### src/design/rlm_pkg.sv
// Shared widths and types of the RMS level meter.
// No dependencies; every other design file but rlm_div imports this package.
package rlm_pkg;

  // Width of the per-buffer sum of squared samples.
  localparam int SUM_W = 56;
  // Width of twice the sum, the dividend of the mean-square division.
  localparam int DVD_W = SUM_W + 1;
  // Even width that holds the square-root operand.
  localparam int RT_W  = DVD_W + 1;
  // Width of a level value.
  localparam int LVL_W = 16;

  // Fill status of the queue between the front and back parts.
  typedef struct packed {
    logic full;
    logic empty;
  } q_stat_t;

endpackage

### src/design/rms_level_meter_window_avg.sv
// RMS level meter with a moving average over the last WINDOW_LEN buffer levels.
// Instantiates rlm_front, rlm_queue and rlm_back; depends on rlm_pkg.
//
// Usage: signed samples arrive on the in_ channel, one transfer per sample, with
// in_last marking the final sample of a capture buffer. Samples are squared and
// accumulated at one transfer per cycle. For each buffer one result transfer
// leaves on the out_ channel: out_level is the newest buffer level
// floor(sqrt(floor(2*sum/count))) while the level window still holds a zero,
// and the window average (out_averaged high) once every entry is nonzero.
// From the last sample of a buffer, its total passes the square register and
// the queue to the back part, then the iterative divider (one quotient bit a
// cycle), the square root (two operand bits a cycle), the window update, the
// average step when the average is taken, and the output register. The back
// part finishes one buffer before it takes the next from the queue. A two-entry
// queue holds buffer totals between the accumulator and the back part, so
// samples keep flowing at one per cycle while earlier buffers are finished;
// input stalls only while a last sample waits for room in the full queue, so a
// steady stream of buffers shorter than the back part's work sees in_stall.
// Reset clears the accumulator, the queue, the level window (through a fill
// count) and the output valid flag. When the receiver stalls, the result holds
// on out_ and the back part waits with its next result finished.
module rms_level_meter_window_avg import rlm_pkg::*; #(
  parameter int WINDOW_LEN         = 20,
  parameter int MAX_BUFFER_SAMPLES = 33554432,
  parameter int SAMPLE_BITS        = 16
) (
  input  logic                          clk,
  input  logic                          rst_n,
  input  logic                          in_valid,
  output logic                          in_stall,
  input  logic signed [SAMPLE_BITS-1:0] in_sample,
  input  logic                          in_last,
  output logic                          out_valid,
  input  logic                          out_stall,
  output logic [LVL_W-1:0]              out_level,
  output logic                          out_averaged
);

  // Sample count width; the count saturates at MAX_BUFFER_SAMPLES.
  localparam int CW = $clog2(MAX_BUFFER_SAMPLES + 1);

  q_stat_t              q_stat;
  logic                 q_push, q_pop;
  logic [SUM_W+CW-1:0]  q_wdata, q_rdata;

  rlm_front #(
    .SAMPLE_BITS        (SAMPLE_BITS),
    .MAX_BUFFER_SAMPLES (MAX_BUFFER_SAMPLES),
    .CW                 (CW)
  ) u_front (
    .clk       (clk),
    .rst_n     (rst_n),
    .in_valid  (in_valid),
    .in_stall  (in_stall),
    .in_sample (in_sample),
    .in_last   (in_last),
    .q_stat    (q_stat),
    .q_push    (q_push),
    .q_data    (q_wdata)
  );

  rlm_queue #(
    .DW (SUM_W + CW)
  ) u_queue (
    .clk       (clk),
    .rst_n     (rst_n),
    .push      (q_push),
    .push_data (q_wdata),
    .pop       (q_pop),
    .pop_data  (q_rdata),
    .stat      (q_stat)
  );

  rlm_back #(
    .WINDOW_LEN (WINDOW_LEN),
    .CW         (CW)
  ) u_back (
    .clk          (clk),
    .rst_n        (rst_n),
    .q_stat       (q_stat),
    .q_data       (q_rdata),
    .q_pop        (q_pop),
    .out_valid    (out_valid),
    .out_stall    (out_stall),
    .out_level    (out_level),
    .out_averaged (out_averaged)
  );

endmodule

### src/design/rlm_front.sv
// Front part of the RMS level meter: squares samples and accumulates them per buffer.
// Depends on rlm_pkg; pushes finished buffer totals into rlm_queue.
module rlm_front import rlm_pkg::*; #(
  parameter int SAMPLE_BITS        = 16,
  parameter int MAX_BUFFER_SAMPLES = 33554432,
  parameter int CW                 = 26
) (
  input  logic                          clk,
  input  logic                          rst_n,
  input  logic                          in_valid,
  output logic                          in_stall,
  input  logic signed [SAMPLE_BITS-1:0] in_sample,
  input  logic                          in_last,
  input  q_stat_t                       q_stat,
  output logic                          q_push,
  output logic [SUM_W+CW-1:0]           q_data
);

  localparam int SQ_W = 2 * SAMPLE_BITS;

  logic [SAMPLE_BITS-1:0] mag;
  logic [SQ_W-1:0]        sq_r;
  logic                   s1_last_r;
  logic                   s1_valid_r, s1_valid_nxt;
  logic [SUM_W-1:0]       sum_r, sum_nxt, sum_upd;
  logic [CW-1:0]          cnt_r, cnt_nxt, cnt_upd;
  logic [SUM_W:0]         sum_ext;
  logic                   accept, advance;

  // Magnitude of the two's complement sample; the most negative code maps to 2^(N-1).
  assign mag = in_sample[SAMPLE_BITS-1] ? (~in_sample + 1'b1) : in_sample;

  assign advance  = s1_valid_r & (~s1_last_r | ~q_stat.full);
  assign in_stall = s1_valid_r & ~advance;
  assign accept   = in_valid & ~in_stall;

  assign s1_valid_nxt = accept | (s1_valid_r & ~advance);

  always_ff @(posedge clk) begin
    if (!rst_n) begin
      s1_valid_r <= 1'b0;
    end else begin
      s1_valid_r <= s1_valid_nxt;
    end
  end

  always_ff @(posedge clk) begin
    if (accept) begin
      sq_r      <= mag * mag;
      s1_last_r <= in_last;
    end
  end

  // Saturating accumulation; the count stops at the buffer limit.
  always_comb begin
    sum_ext = {1'b0, sum_r} + {{(SUM_W + 1 - SQ_W){1'b0}}, sq_r};
    sum_upd = sum_r;
    cnt_upd = cnt_r;
    if (cnt_r < CW'(MAX_BUFFER_SAMPLES)) begin
      sum_upd = sum_ext[SUM_W] ? {SUM_W{1'b1}} : sum_ext[SUM_W-1:0];
      cnt_upd = cnt_r + 1'b1;
    end
    sum_nxt = sum_r;
    cnt_nxt = cnt_r;
    if (advance) begin
      if (s1_last_r) begin
        sum_nxt = '0;
        cnt_nxt = '0;
      end else begin
        sum_nxt = sum_upd;
        cnt_nxt = cnt_upd;
      end
    end
  end

  assign q_push = advance & s1_last_r;
  assign q_data = {sum_upd, cnt_upd};

  always_ff @(posedge clk) begin
    if (!rst_n) begin
      sum_r <= '0;
      cnt_r <= '0;
    end else begin
      sum_r <= sum_nxt;
      cnt_r <= cnt_nxt;
    end
  end

endmodule

### src/design/rlm_queue.sv
// Two-entry queue that carries buffer totals from the front part to the back part.
// Depends on rlm_pkg for the status struct.
module rlm_queue import rlm_pkg::*; #(
  parameter int DW = 82
) (
  input  logic          clk,
  input  logic          rst_n,
  input  logic          push,
  input  logic [DW-1:0] push_data,
  input  logic          pop,
  output logic [DW-1:0] pop_data,
  output q_stat_t       stat
);

  logic [DW-1:0] ent_r [2];
  logic          wr_ptr_r, wr_ptr_nxt;
  logic          rd_ptr_r, rd_ptr_nxt;
  logic [1:0]    cnt_r, cnt_nxt;

  assign stat.full  = (cnt_r == 2'd2);
  assign stat.empty = (cnt_r == 2'd0);
  assign pop_data   = ent_r[rd_ptr_r];

  always_comb begin
    wr_ptr_nxt = wr_ptr_r ^ push;
    rd_ptr_nxt = rd_ptr_r ^ pop;
    cnt_nxt    = cnt_r + {1'b0, push} - {1'b0, pop};
  end

  always_ff @(posedge clk) begin
    if (!rst_n) begin
      wr_ptr_r <= 1'b0;
      rd_ptr_r <= 1'b0;
      cnt_r    <= 2'd0;
    end else begin
      wr_ptr_r <= wr_ptr_nxt;
      rd_ptr_r <= rd_ptr_nxt;
      cnt_r    <= cnt_nxt;
    end
  end

  always_ff @(posedge clk) begin
    if (push) begin
      ent_r[wr_ptr_r] <= push_data;
    end
  end

`ifndef SYNTHESIS
  a_no_overflow: assert property (@(posedge clk) disable iff (!rst_n)
    push |-> !stat.full) else $error("queue push while full");
  a_no_underflow: assert property (@(posedge clk) disable iff (!rst_n)
    pop |-> !stat.empty) else $error("queue pop while empty");
`endif

endmodule

### src/design/rlm_div.sv
// Restoring divider that produces one quotient bit per cycle.
// Depends on nothing; used for the mean-square division by the sample count.
module rlm_div #(
  parameter int DVD_W = 57,
  parameter int DVS_W = 26
) (
  input  logic             clk,
  input  logic             rst_n,
  input  logic             start,
  input  logic [DVD_W-1:0] dividend,
  input  logic [DVS_W-1:0] divisor,
  output logic             busy,
  output logic [DVD_W-1:0] quotient
);

  localparam int NW = $clog2(DVD_W + 1);

  logic             busy_r;
  logic [NW-1:0]    n_r;
  logic [DVS_W-1:0] rem_r, dvs_r;
  logic [DVD_W-1:0] quo_r;
  logic [DVS_W:0]   rem_sh, rem_sub;
  logic             ge;

  assign rem_sh  = {rem_r, quo_r[DVD_W-1]};
  assign ge      = rem_sh >= {1'b0, dvs_r};
  assign rem_sub = rem_sh - {1'b0, dvs_r};

  always_ff @(posedge clk) begin
    if (!rst_n) begin
      busy_r <= 1'b0;
      n_r    <= '0;
    end else if (start) begin
      busy_r <= 1'b1;
      n_r    <= NW'(DVD_W);
    end else if (busy_r) begin
      n_r    <= n_r - 1'b1;
      busy_r <= (n_r != NW'(1));
    end
  end

  always_ff @(posedge clk) begin
    if (start) begin
      rem_r <= '0;
      dvs_r <= divisor;
      quo_r <= dividend;
    end else if (busy_r) begin
      rem_r <= ge ? rem_sub[DVS_W-1:0] : rem_sh[DVS_W-1:0];
      quo_r <= {quo_r[DVD_W-2:0], ge};
    end
  end

  assign busy     = busy_r;
  assign quotient = quo_r;

`ifndef SYNTHESIS
  a_start_idle: assert property (@(posedge clk) disable iff (!rst_n)
    start |-> !busy_r) else $error("divider restarted while busy");
`endif

endmodule

### src/design/rlm_back.sv
// Back part of the RMS level meter: mean square, square root, level window and output register.
// Depends on rlm_pkg and rlm_div; takes buffer totals from rlm_queue.
module rlm_back import rlm_pkg::*; #(
  parameter int WINDOW_LEN = 20,
  parameter int CW         = 26
) (
  input  logic                 clk,
  input  logic                 rst_n,
  input  q_stat_t              q_stat,
  input  logic [SUM_W+CW-1:0]  q_data,
  output logic                 q_pop,
  output logic                 out_valid,
  input  logic                 out_stall,
  output logic [LVL_W-1:0]     out_level,
  output logic                 out_averaged
);

  localparam int DVS_W = (CW > 7) ? CW : 7;
  localparam int PW    = $clog2(WINDOW_LEN);
  localparam int FW    = $clog2(WINDOW_LEN + 1);
  localparam int TOT_W = LVL_W + $clog2(WINDOW_LEN);
  localparam logic [RT_W-1:0] SQ_TOP = RT_W'(1) << (RT_W - 2);
  // Reciprocal of the window length, exact for every total of TOT_W bits.
  localparam int RCP_K = TOT_W + $clog2(WINDOW_LEN);
  localparam int RCP_W = TOT_W + 1;
  localparam int PR_W  = TOT_W + RCP_W;
  localparam logic [RCP_W-1:0] RCP_M =
    RCP_W'(((64'd1 << RCP_K) + 64'(WINDOW_LEN) - 64'd1) / 64'(WINDOW_LEN));

  typedef enum logic [5:0] {
    ST_IDLE = 6'b000001,
    ST_DIV  = 6'b000010,
    ST_SQRT = 6'b000100,
    ST_UPD  = 6'b001000,
    ST_AVG  = 6'b010000,
    ST_OUT  = 6'b100000
  } state_t;

  state_t            state_r, state_nxt;
  logic              div_start, div_busy;
  logic [DVD_W-1:0]  div_dvd, div_quo;
  logic [DVS_W-1:0]  div_dvs;
  logic [RT_W-1:0]   v_r, v_nxt, res_r, res_nxt, bit_r, bit_nxt, t_sum;
  logic [LVL_W-1:0]  win_mem [WINDOW_LEN];
  logic [LVL_W-1:0]  rd_r, oldest, lvl;
  logic              mem_we;
  logic [PW-1:0]     ptr_r, ptr_nxt;
  logic [FW-1:0]     fill_r, fill_nxt, zeros_r, zeros_nxt;
  logic [TOT_W-1:0]  total_r, total_nxt;
  logic [PR_W-1:0]   avg_prod;
  logic [LVL_W-1:0]  res_lvl_r, res_lvl_nxt;
  logic              res_avg_r, res_avg_nxt;
  logic              out_valid_r, out_valid_nxt, out_load;
  logic [LVL_W-1:0]  out_level_r;
  logic              out_avg_r;

  rlm_div #(
    .DVD_W (DVD_W),
    .DVS_W (DVS_W)
  ) u_div (
    .clk      (clk),
    .rst_n    (rst_n),
    .start    (div_start),
    .dividend (div_dvd),
    .divisor  (div_dvs),
    .busy     (div_busy),
    .quotient (div_quo)
  );

  assign lvl    = res_r[LVL_W-1:0];
  assign oldest = (fill_r == FW'(WINDOW_LEN)) ? rd_r : '0;
  assign t_sum  = res_r + bit_r;
  // Window average: the registered total times the reciprocal, shifted down.
  assign avg_prod = PR_W'(total_r) * PR_W'(RCP_M);

  always_comb begin
    state_nxt   = state_r;
    q_pop       = 1'b0;
    div_start   = 1'b0;
    div_dvd     = {q_data[SUM_W+CW-1:CW], 1'b0};
    div_dvs     = DVS_W'(q_data[CW-1:0]);
    v_nxt       = v_r;
    res_nxt     = res_r;
    bit_nxt     = bit_r;
    mem_we      = 1'b0;
    ptr_nxt     = ptr_r;
    fill_nxt    = fill_r;
    zeros_nxt   = zeros_r;
    total_nxt   = total_r;
    res_lvl_nxt = res_lvl_r;
    res_avg_nxt = res_avg_r;
    out_load    = 1'b0;
    case (state_r)
      ST_IDLE: begin
        if (!q_stat.empty) begin
          q_pop     = 1'b1;
          div_start = 1'b1;
          state_nxt = ST_DIV;
        end
      end
      ST_DIV: begin
        if (!div_busy) begin
          v_nxt     = {1'b0, div_quo};
          res_nxt   = '0;
          bit_nxt   = SQ_TOP;
          state_nxt = ST_SQRT;
        end
      end
      ST_SQRT: begin
        if (bit_r == '0) begin
          state_nxt = ST_UPD;
        end else begin
          if (v_r >= t_sum) begin
            v_nxt   = v_r - t_sum;
            res_nxt = (res_r >> 1) + bit_r;
          end else begin
            res_nxt = res_r >> 1;
          end
          bit_nxt = bit_r >> 2;
        end
      end
      ST_UPD: begin
        mem_we    = 1'b1;
        ptr_nxt   = (ptr_r == PW'(WINDOW_LEN - 1)) ? '0 : ptr_r + 1'b1;
        if (fill_r != FW'(WINDOW_LEN)) begin
          fill_nxt = fill_r + 1'b1;
        end
        total_nxt = total_r - TOT_W'(oldest) + TOT_W'(lvl);
        zeros_nxt = zeros_r - FW'((oldest == '0) && (zeros_r != '0))
                    + FW'(lvl == '0);
        if (zeros_nxt != '0) begin
          res_lvl_nxt = lvl;
          res_avg_nxt = 1'b0;
          state_nxt   = ST_OUT;
        end else begin
          state_nxt   = ST_AVG;
        end
      end
      ST_AVG: begin
        res_lvl_nxt = avg_prod[RCP_K +: LVL_W];
        res_avg_nxt = 1'b1;
        state_nxt   = ST_OUT;
      end
      ST_OUT: begin
        if (!out_valid_r || !out_stall) begin
          out_load  = 1'b1;
          state_nxt = ST_IDLE;
        end
      end
      default: begin
        state_nxt = ST_IDLE;
      end
    endcase
  end

  assign out_valid_nxt = out_load | (out_valid_r & out_stall);

  always_ff @(posedge clk) begin
    if (!rst_n) begin
      state_r     <= ST_IDLE;
      ptr_r       <= '0;
      fill_r      <= '0;
      zeros_r     <= FW'(WINDOW_LEN);
      total_r     <= '0;
      out_valid_r <= 1'b0;
    end else begin
      state_r     <= state_nxt;
      ptr_r       <= ptr_nxt;
      fill_r      <= fill_nxt;
      zeros_r     <= zeros_nxt;
      total_r     <= total_nxt;
      out_valid_r <= out_valid_nxt;
    end
  end

  always_ff @(posedge clk) begin
    v_r       <= v_nxt;
    res_r     <= res_nxt;
    bit_r     <= bit_nxt;
    res_lvl_r <= res_lvl_nxt;
    res_avg_r <= res_avg_nxt;
    if (out_load) begin
      out_level_r <= res_lvl_r;
      out_avg_r   <= res_avg_r;
    end
  end

  // Window store: written at the oldest slot, read data registered.
  always_ff @(posedge clk) begin
    if (mem_we) begin
      win_mem[ptr_r] <= lvl;
    end
    rd_r <= win_mem[ptr_r];
  end

  assign out_valid    = out_valid_r;
  assign out_level    = out_level_r;
  assign out_averaged = out_avg_r;

endmodule
### config.mk
export PLATFORM = sky130hd
export DESIGN_NAME = rms_level_meter_window_avg
export DESIGN_NICKNAME = d
export VERILOG_FILES = /design/src/design/rlm_pkg.sv /design/src/design/rms_level_meter_window_avg.sv /design/src/design/rlm_front.sv /design/src/design/rlm_queue.sv /design/src/design/rlm_div.sv /design/src/design/rlm_back.sv
export SDC_FILE = /design/constraint.sdc
export NUM_CORES = 2
export LEC_CHECK = 0
export BUFFER_PORTS_ARGS = -buffer_cell sky130_fd_sc_hd__buf_2
export CORE_UTILIZATION = 40
export DETAILED_ROUTE_END_ITERATION = 6
export PLACE_DENSITY_LB_ADDON = 0.12
export SETUP_SLACK_MARGIN = 0.15
export SLEW_MARGIN = 10
export SYNTH_ARGS = -nofsm -noshare
export SYNTH_HDL_FRONTEND = slang
export SYNTH_SLANG_ARGS = --single-unit
### constraint.sdc
create_clock -name clk -period 33.2 [get_ports clk]
set_clock_uncertainty 0.1 [all_clocks]
set_input_delay 0 -clock clk [delete_from_list [all_inputs] [get_ports clk]]
set_output_delay 0 -clock clk [all_outputs]
set_load 0.01 [all_outputs]
Word level (Yosys, flattened, before mapping)
Memory sizes are Yosys's and may differ from the RTL's. A register that Yosys moved wholly into a read port is not among the register bits.
Index checks and enable logic that the tools add are counted.
{"block": "word_totals", "regBits": 487, "mem_bits_rw": 484, "input_bits": 21, "output_inout_bits": 19, "elab_cells": 150, "memories": 2}
{"block": "op_classes", "n_addsub": 16, "mul": 2, "order_cmp": 3, "n_eq_ne": 18, "n_mux": 46, "bitwise_logic": 16, "reduce_logical": 19}
{"name": "u_back.win_mem", "words": 20, "word_bits": 16, "read_ports": 1, "rd_clocked_by_memory_dff": 1, "wr": 1, "line": "rlm_back.sv:44", "text": "logic [LVL_W-1:0] win_mem [WINDOW_LEN];"}
{"name": "u_queue.ent_r", "words": 2, "word_bits": 82, "read_ports": 1, "rd_clocked_by_memory_dff": 1, "wr": 1, "line": "rlm_queue.sv:15", "text": "logic [DW-1:0] ent_r [2];"}
{"op": "58-bit two-way mux", "count": 8}
{"op": "58-bit case mux with 2 select lines", "count": 3}
{"op": "56-bit two-way mux", "count": 3}
{"op": "57-bit two-way mux", "count": 2}
{"op": "26-bit two-way mux", "count": 3}
{"op": "57-bit by 58-bit adder with 58-bit output", "count": 1}
{"op": "58-bit adder", "count": 1}
{"op": "58-bit greater-or-equal comparator", "count": 1}
{"op": "58-bit zero test", "count": 1}
{"op": "58-bit subtractor", "count": 1}
{"op": "56-bit by 32-bit adder with 57-bit output", "count": 1}
{"op": "16-bit two-way mux", "count": 3}
{"op": "6-bit two-way mux", "count": 7}
{"op": "21-bit by 20-bit multiplier with 40-bit output (second input constant)", "count": 1}
{"op": "6-bit case mux with 6 select lines", "count": 1}
{"op": "16-bit zero test", "count": 2}
{"op": "16-bit by 16-bit multiplier with 32-bit output", "count": 1}
{"op": "16-bit case mux with 2 select lines", "count": 1}
{"op": "27-bit by 26-bit greater-or-equal comparator with 1-bit output", "count": 1}
{"op": "26-bit by 1-bit adder with 26-bit output (second input constant)", "count": 1}
{"op": "26-bit < comparator (second input constant)", "count": 1}
{"op": "26-bit subtractor", "count": 1}
{"op": "21-bit by 16-bit adder with 21-bit output", "count": 1}
{"op": "21-bit by 16-bit subtractor with 21-bit output", "count": 1}
{"op": "37 further kinds", "count": 73}

Depth between registers and ports, before layout
{"block": "depth", "ltp_word": 9, "depth_mapped": 34, "ltp_nobuf": 33}

By module
A second synthesis with hierarchy kept.
{"block": "hier_totals", "cells_unflattened": 5825, "hier_area_um2": 65028.6}
{"mod": "rlm_back", "n_inst": 1, "cells_each": 3268, "area_each_um2": 37339.6, "seq_area_each_um2": 16165.5}
{"mod": "rlm_front", "n_inst": 1, "cells_each": 1739, "area_each_um2": 14883.0, "seq_area_each_um2": 2622.5}
{"mod": "rlm_queue", "n_inst": 1, "cells_each": 276, "area_each_um2": 6553.8, "seq_area_each_um2": 5024.8}
{"mod": "rlm_div", "n_inst": 1, "cells_each": 542, "area_each_um2": 6252.2, "seq_area_each_um2": 3153.0}

Worst setup path after synthesis
No wires, ideal clock.
{"block": "synth_timing", "path_kind": "register to register", "startpoint": "reg u_back.state_r[3]", "endpoint": "reg u_back.v_r[0] (enable)", "setup_time_ns": 0.563, "t_arrival_ns": 11.532, "required_time_ns": 32.537, "setup_slack_ns": 21.006, "path_stages_with_launch": 6, "n_path_buf": 1, "period_less_slack_ns": 12.194, "cell_sequence": "dfxtp_1 > clkbuf_1 > nor4_1 > nand3b_1 > o21ai_0 > a21boi_0"}
{"block": "synth_between", "elab_chain_cells": 3, "word_cells_on_any_way": 7, "cone_classes": "eq/ne (5); reduce/logical (2)"}
{"element": "start: declaration", "line": "rlm_back.sv:39", "text": "state_t state_r, state_nxt;"}
{"element": "start signal: assignment", "line": "rlm_back.sv:167", "text": "state_r <= state_nxt;"}
{"element": "6-bit by 3-bit equality test with 1-bit output / 6-bit by 2-bit equality test with 1-bit output (equally long branches)", "line": "rlm_back.sv:93", "text": "case (state_r)"}
{"element": "2-bit by 1-bit != test with 1-bit output (no source line) (tied with other cells)"}
{"element": "4-bit AND reduction (no source line) *"}
{"element": "end signal: assignment", "line": "rlm_back.sv:177", "text": "v_r <= v_nxt;"}
{"element": "end: declaration", "line": "rlm_back.sv:43", "text": "logic [RT_W-1:0] v_r, v_nxt, res_r, res_nxt, bit_r, bit_nxt, t_sum;"}
Every way passes the cells marked *; elsewhere a longest branch is shown, timed or not.
A chain may end at the register's enable or synchronous reset.

Worst setup path in the final report
{"block": "layout_timing", "startpoint": "in in_sample[0]", "endpoint": "reg u_front.sq_r[30], data pin"}
{"block": "layout_between", "elab_chain_cells": 4}
{"element": "start: declaration", "line": "rms_level_meter_window_avg.sv:31", "text": "input logic signed [SAMPLE_BITS-1:0] in_sample,"}
{"element": "16-bit inverter", "line": "rlm_front.sv:31", "text": "assign mag = in_sample[SAMPLE_BITS-1] ? (~in_sample + 1'b1) : in_sample;"}
{"element": "16-bit by 1-bit adder with 16-bit output", "line": "rlm_front.sv:31"}
{"element": "16-bit two-way mux *", "line": "rlm_front.sv:31"}
{"element": "16-bit by 16-bit multiplier with 32-bit output *", "line": "rlm_front.sv:49", "text": "sq_r <= mag * mag;"}
{"element": "end signal: assignment", "line": "rlm_front.sv:49"}
{"element": "end: declaration", "line": "rlm_front.sv:22", "text": "logic [SQ_W-1:0] sq_r;"}
Marked as above.

==> results.ini <==
[run_status]
outcome=completed

[clocking]
cts_buffers=105
cts_tree=yes
clock_latency_ps=740
cts_setup_buffers=0
worst_setup_hold_path_clk_slew_ps=60
clock-root-buffer=sky130_fd_sc_hd__clkbuf_16
cts.htree.levels=3
clock_tree.buffer_depth=3
clkSinkCount=958

[grt]
via_count_of_the_first_global_routing_pass=43000
grt-ovfl-total=0
grt_antenna_before_repair=0
first_pass_grt_wire_length_microns=246000
grtUsageTotal_pct=19.4
grt_max_degree=86

[power]
total_leakage_power_nw=28.9
powerDensity_nw_per_um2=77.1
peakVddDrop_v=0.000203
report.power.total_mw=5.38

[sta]
report.final.slew_viol_count=0
finalSetupViolCount=0
slew-limit-headroom_pct=23.3
maxClockFrequency_mhz=118
worst_slew_pin_slew_ps=1150
grt_setup_unrepaired=no
fin_crit_sh_pct=25.5
timing.final.hold_violations=0
post_layout_minimum_cycle_time_ps=8480
totalNegativeSetupSlack_ps=0

[setup_path]
max_stage_delay_ps=540
timing.critical_path.to_type=flop
startpoint_type=input port
critical_path_peak_fanout=17
endpoint=u_front.sq_r[30]$_DFFE_PP_
worst_path_dominant_cell_family=adder cells
timing.setup.critical_path_class=input port to flop
critical_path_stages=33
critical_path.reg2reg.endpoint=u_back.res_lvl_r[15]$_DFFE_PP_
worst_ep_required_time_ps=33530
critPathLaunch=in_sample[0]
reg2reg_from=u_back.total_r[17]$_SDFFE_PN0P_
rr_worst_depth=24
critPathArrivalTime_ps=8810
rrSetupSlack_ps=25410
cp.buffers_inverters=9
timing.critical_path.slowest_stage_cell=sky130_fd_sc_hd__fa_1

[cells_and_area]
area.sequential_sq_um=27000
final_nets=6664
multi_input_logic_area_sq_um=33300
fillerInstances=14900
synthesis_to_finish_area_growth_pct=9.94
post_route_cells_drive_above_1_share_pct=7.95

[synth]
synthesis.instances=5764
synth.cell_area_sq_um=63400
synth_ff_type=sky130_fd_sc_hd__edfxtp_1
postSynth.asyncResetShare_pct=0
synth_top_cell_area_share_pct=36.8
synth.top_cells.by_count=sky130_fd_sc_hd__edfxtp_1 (777), sky130_fd_sc_hd__inv_1 (675), sky130_fd_sc_hd__ha_1 (514)
yosysTopAreaCell=sky130_fd_sc_hd__edfxtp_1
sequential_cell_area_fraction_in_the_yosys_report_pct=42.5
synth-edff-count=777
synth-seq-cells=958
yosysWarningCount=0
synthesis.area_per_instance_sq_um=11.0
post_synth_num_cell_types=105
ys_top_cells_by_area=sky130_fd_sc_hd__edfxtp_1 (37%), sky130_fd_sc_hd__fa_1 (10%), sky130_fd_sc_hd__ha_1 (10%), sky130_fd_sc_hd__dfxtp_1 (5.7%), sky130_fd_sc_hd__inv_1 (4.0%)
post-synth-top-count-cell=sky130_fd_sc_hd__edfxtp_1

[die]
io_pins=40
floorplan.die.width_microns=400
start_util_pct=40.5
floorplan.core_area_sq_um=157000
rows=145
chipHeight_microns=400
die-area_sq_um=160000

[detailed_routing]
drt_first_pass_iters=5
drcViolationCount=0
total_length_of_routed_wires_microns=155000
antenna_left=0
detailroute.via_count=42400
wl_per_cell_microns=19.5
initialDrtViolationCount=2568
vias_per_cell=5.33

[placement]
place.port_buffers=39
finalWeightedCongestion=0.849
dpl.hpwl_microns=113000

[worst_hold_path]
timing.hold.worst.start=out_stall
min-delay-path-class=input port to flop

[job]
max_cap_viol_count=0

[report_power, final]
part,internal [mW],switching (mW)
registers,1.57,0.0884
logic,1.06,1.49
clock network,0.671,0.504
[final cells by class]
cell class | count | area share, %
multi-input combinational | 3924 | 47.7
sequential | 958 | 38.7
clock buffer | 143 | 4.10
tap | 2058 | 3.69
inverter | 682 | 3.67
timing repair buffer | 128 | 1.27
clock inverter | 55 | 0.892
antenna | 1 | 0.00359
[stage by stage]
stage	hold WS (ps)	setup WS [ps]	std cells	util [%]	instance area [sq um]
after floorplan	-1.13	21010	5773	-	63500
after global placement	77.4	24760	7740	42.2	66200
after detailed placement	78.1	24640	7740	42.2	66200
after CTS	78.9	24830	7948	44.5	69700
after global routing	130	24130	7948	44.5	69700
final	149	24720	7949	44.5	69700
[worst min-delay path by stage]
| stage | end | slack, ps | cells past startpoint |
|---|---|---|---|
| final | u_back.out_valid$_SDFF_PN0_ | 150 | 4 |
| after global routing | u_back.out_valid$_SDFF_PN0_ | 130 | 4 |
| after floorplan | u_front.s1_last_r$_DFFE_PP_ | -1 | 0 |
| after global placement | u_front.s1_last_r$_DFFE_PP_ | 80 | 1 |
| after detailed placement | u_front.s1_last_r$_DFFE_PP_ | 80 | 1 |
| after CTS | u_back.out_valid$_SDFF_PN0_ | 80 | 4 |
[registers in the layout, indices dropped and copies added, names as in the netlist, 6 cells and up, named ones only]
| name | flops |
|---|---|
| u_back.u_div.quotient | 57 |
| u_back.u_div.n_r | 6 |
| u_back.state_r | 6 |
| u_back.win_mem | 320 |
| u_back.res_lvl_r | 16 |
| u_front.cnt_r | 26 |
| u_front.sq_r | 31 |
| u_back.bit_r | 29 |
| u_back.res_r | 58 |
| u_back.u_div.dvs_r | 26 |
| u_back.rd_r | 16 |
| u_front.sum_r | 56 |
| u_back.out_level | 16 |
| u_back.total_r | 21 |
| u_queue.ent_r | 164 |
| u_back.v_r | 58 |
| u_back.u_div.rem_r | 26 |
[worst reg2reg max path, stage by stage, from the launching register on]
cell and delay [ps]:
sky130_fd_sc_hd__dfxtp_1 620, sky130_fd_sc_hd__inv_1 100, sky130_fd_sc_hd__ha_1 430, sky130_fd_sc_hd__fa_1 590, sky130_fd_sc_hd__inv_1 50, sky130_fd_sc_hd__ha_1 270
sky130_fd_sc_hd__inv_1 80, sky130_fd_sc_hd__fa_1 430, sky130_fd_sc_hd__fa_1 490, sky130_fd_sc_hd__inv_1 50, sky130_fd_sc_hd__fa_1 560, sky130_fd_sc_hd__fa_1 430
sky130_fd_sc_hd__ha_1 330, sky130_fd_sc_hd__a21o_1 180, sky130_fd_sc_hd__a211o_1 310, sky130_fd_sc_hd__a2111oi_0 400, sky130_fd_sc_hd__a21oi_1 170, sky130_fd_sc_hd__a41oi_1 650
sky130_fd_sc_hd__o21ai_1 250, sky130_fd_sc_hd__a32oi_1 390, sky130_fd_sc_hd__o41ai_1 200, sky130_fd_sc_hd__nand3_1 120, sky130_fd_sc_hd__nand2_1 70, sky130_fd_sc_hd__xnor2_1 190
sky130_fd_sc_hd__o21ai_0 90
[what timing repair did]
action | CTS | global route
hold buffers | 10 | 0
resized for setup | 0 | 0
hold endpoints to repair | 90 | 0
endpoints found under the setup margin | 0 | 0
[logic make-up after synthesis]
kind of cell	count (synthesis)	synth area share, %
compound gates	1204	12.2
xor+xnor	348	4.80
fa+ha+maj	844	20.6
buf+inv	891	5.35
other cells	2	0.0118
flops	958	42.5
simple gates	1332	10.1
mux	185	4.58
[layer usage]
layer  vias up  GRT usage, %  routed length [microns]  part of all wire [%]
met5         -             0                        0                     0
met1     20900          27.0                    73200                    47
li1      20500             -                        -                     -
met2       721          32.0                    72300                    47
met3       203          2.12                     5460                   3.5
met4         0          5.13                     3780                   2.4
[layout by cell type, fill, tap and decap left out, drive strengths merged, types with 26 or more instances in the layout]
cell    instances
nand2         418
nand4          52
mux4           81
a31oi          75
o21ai         363
edfxtp        777
mux2i          74
nor4           26
nor2          315
nor2b          66
fa            330
ha            514
dfxtp         181
and3           35
buf           118
o21a           33
a21oi         290
or3            28
xnor2         198
nor3           85
clkbuf        143
clkinv         46
a211oi         43
a21boi         28
o21bai         40
inv           677
a21o           99
xor2          150
nand3         133
and2           98
mux2           30
Power figures use the tool's default switching activity.
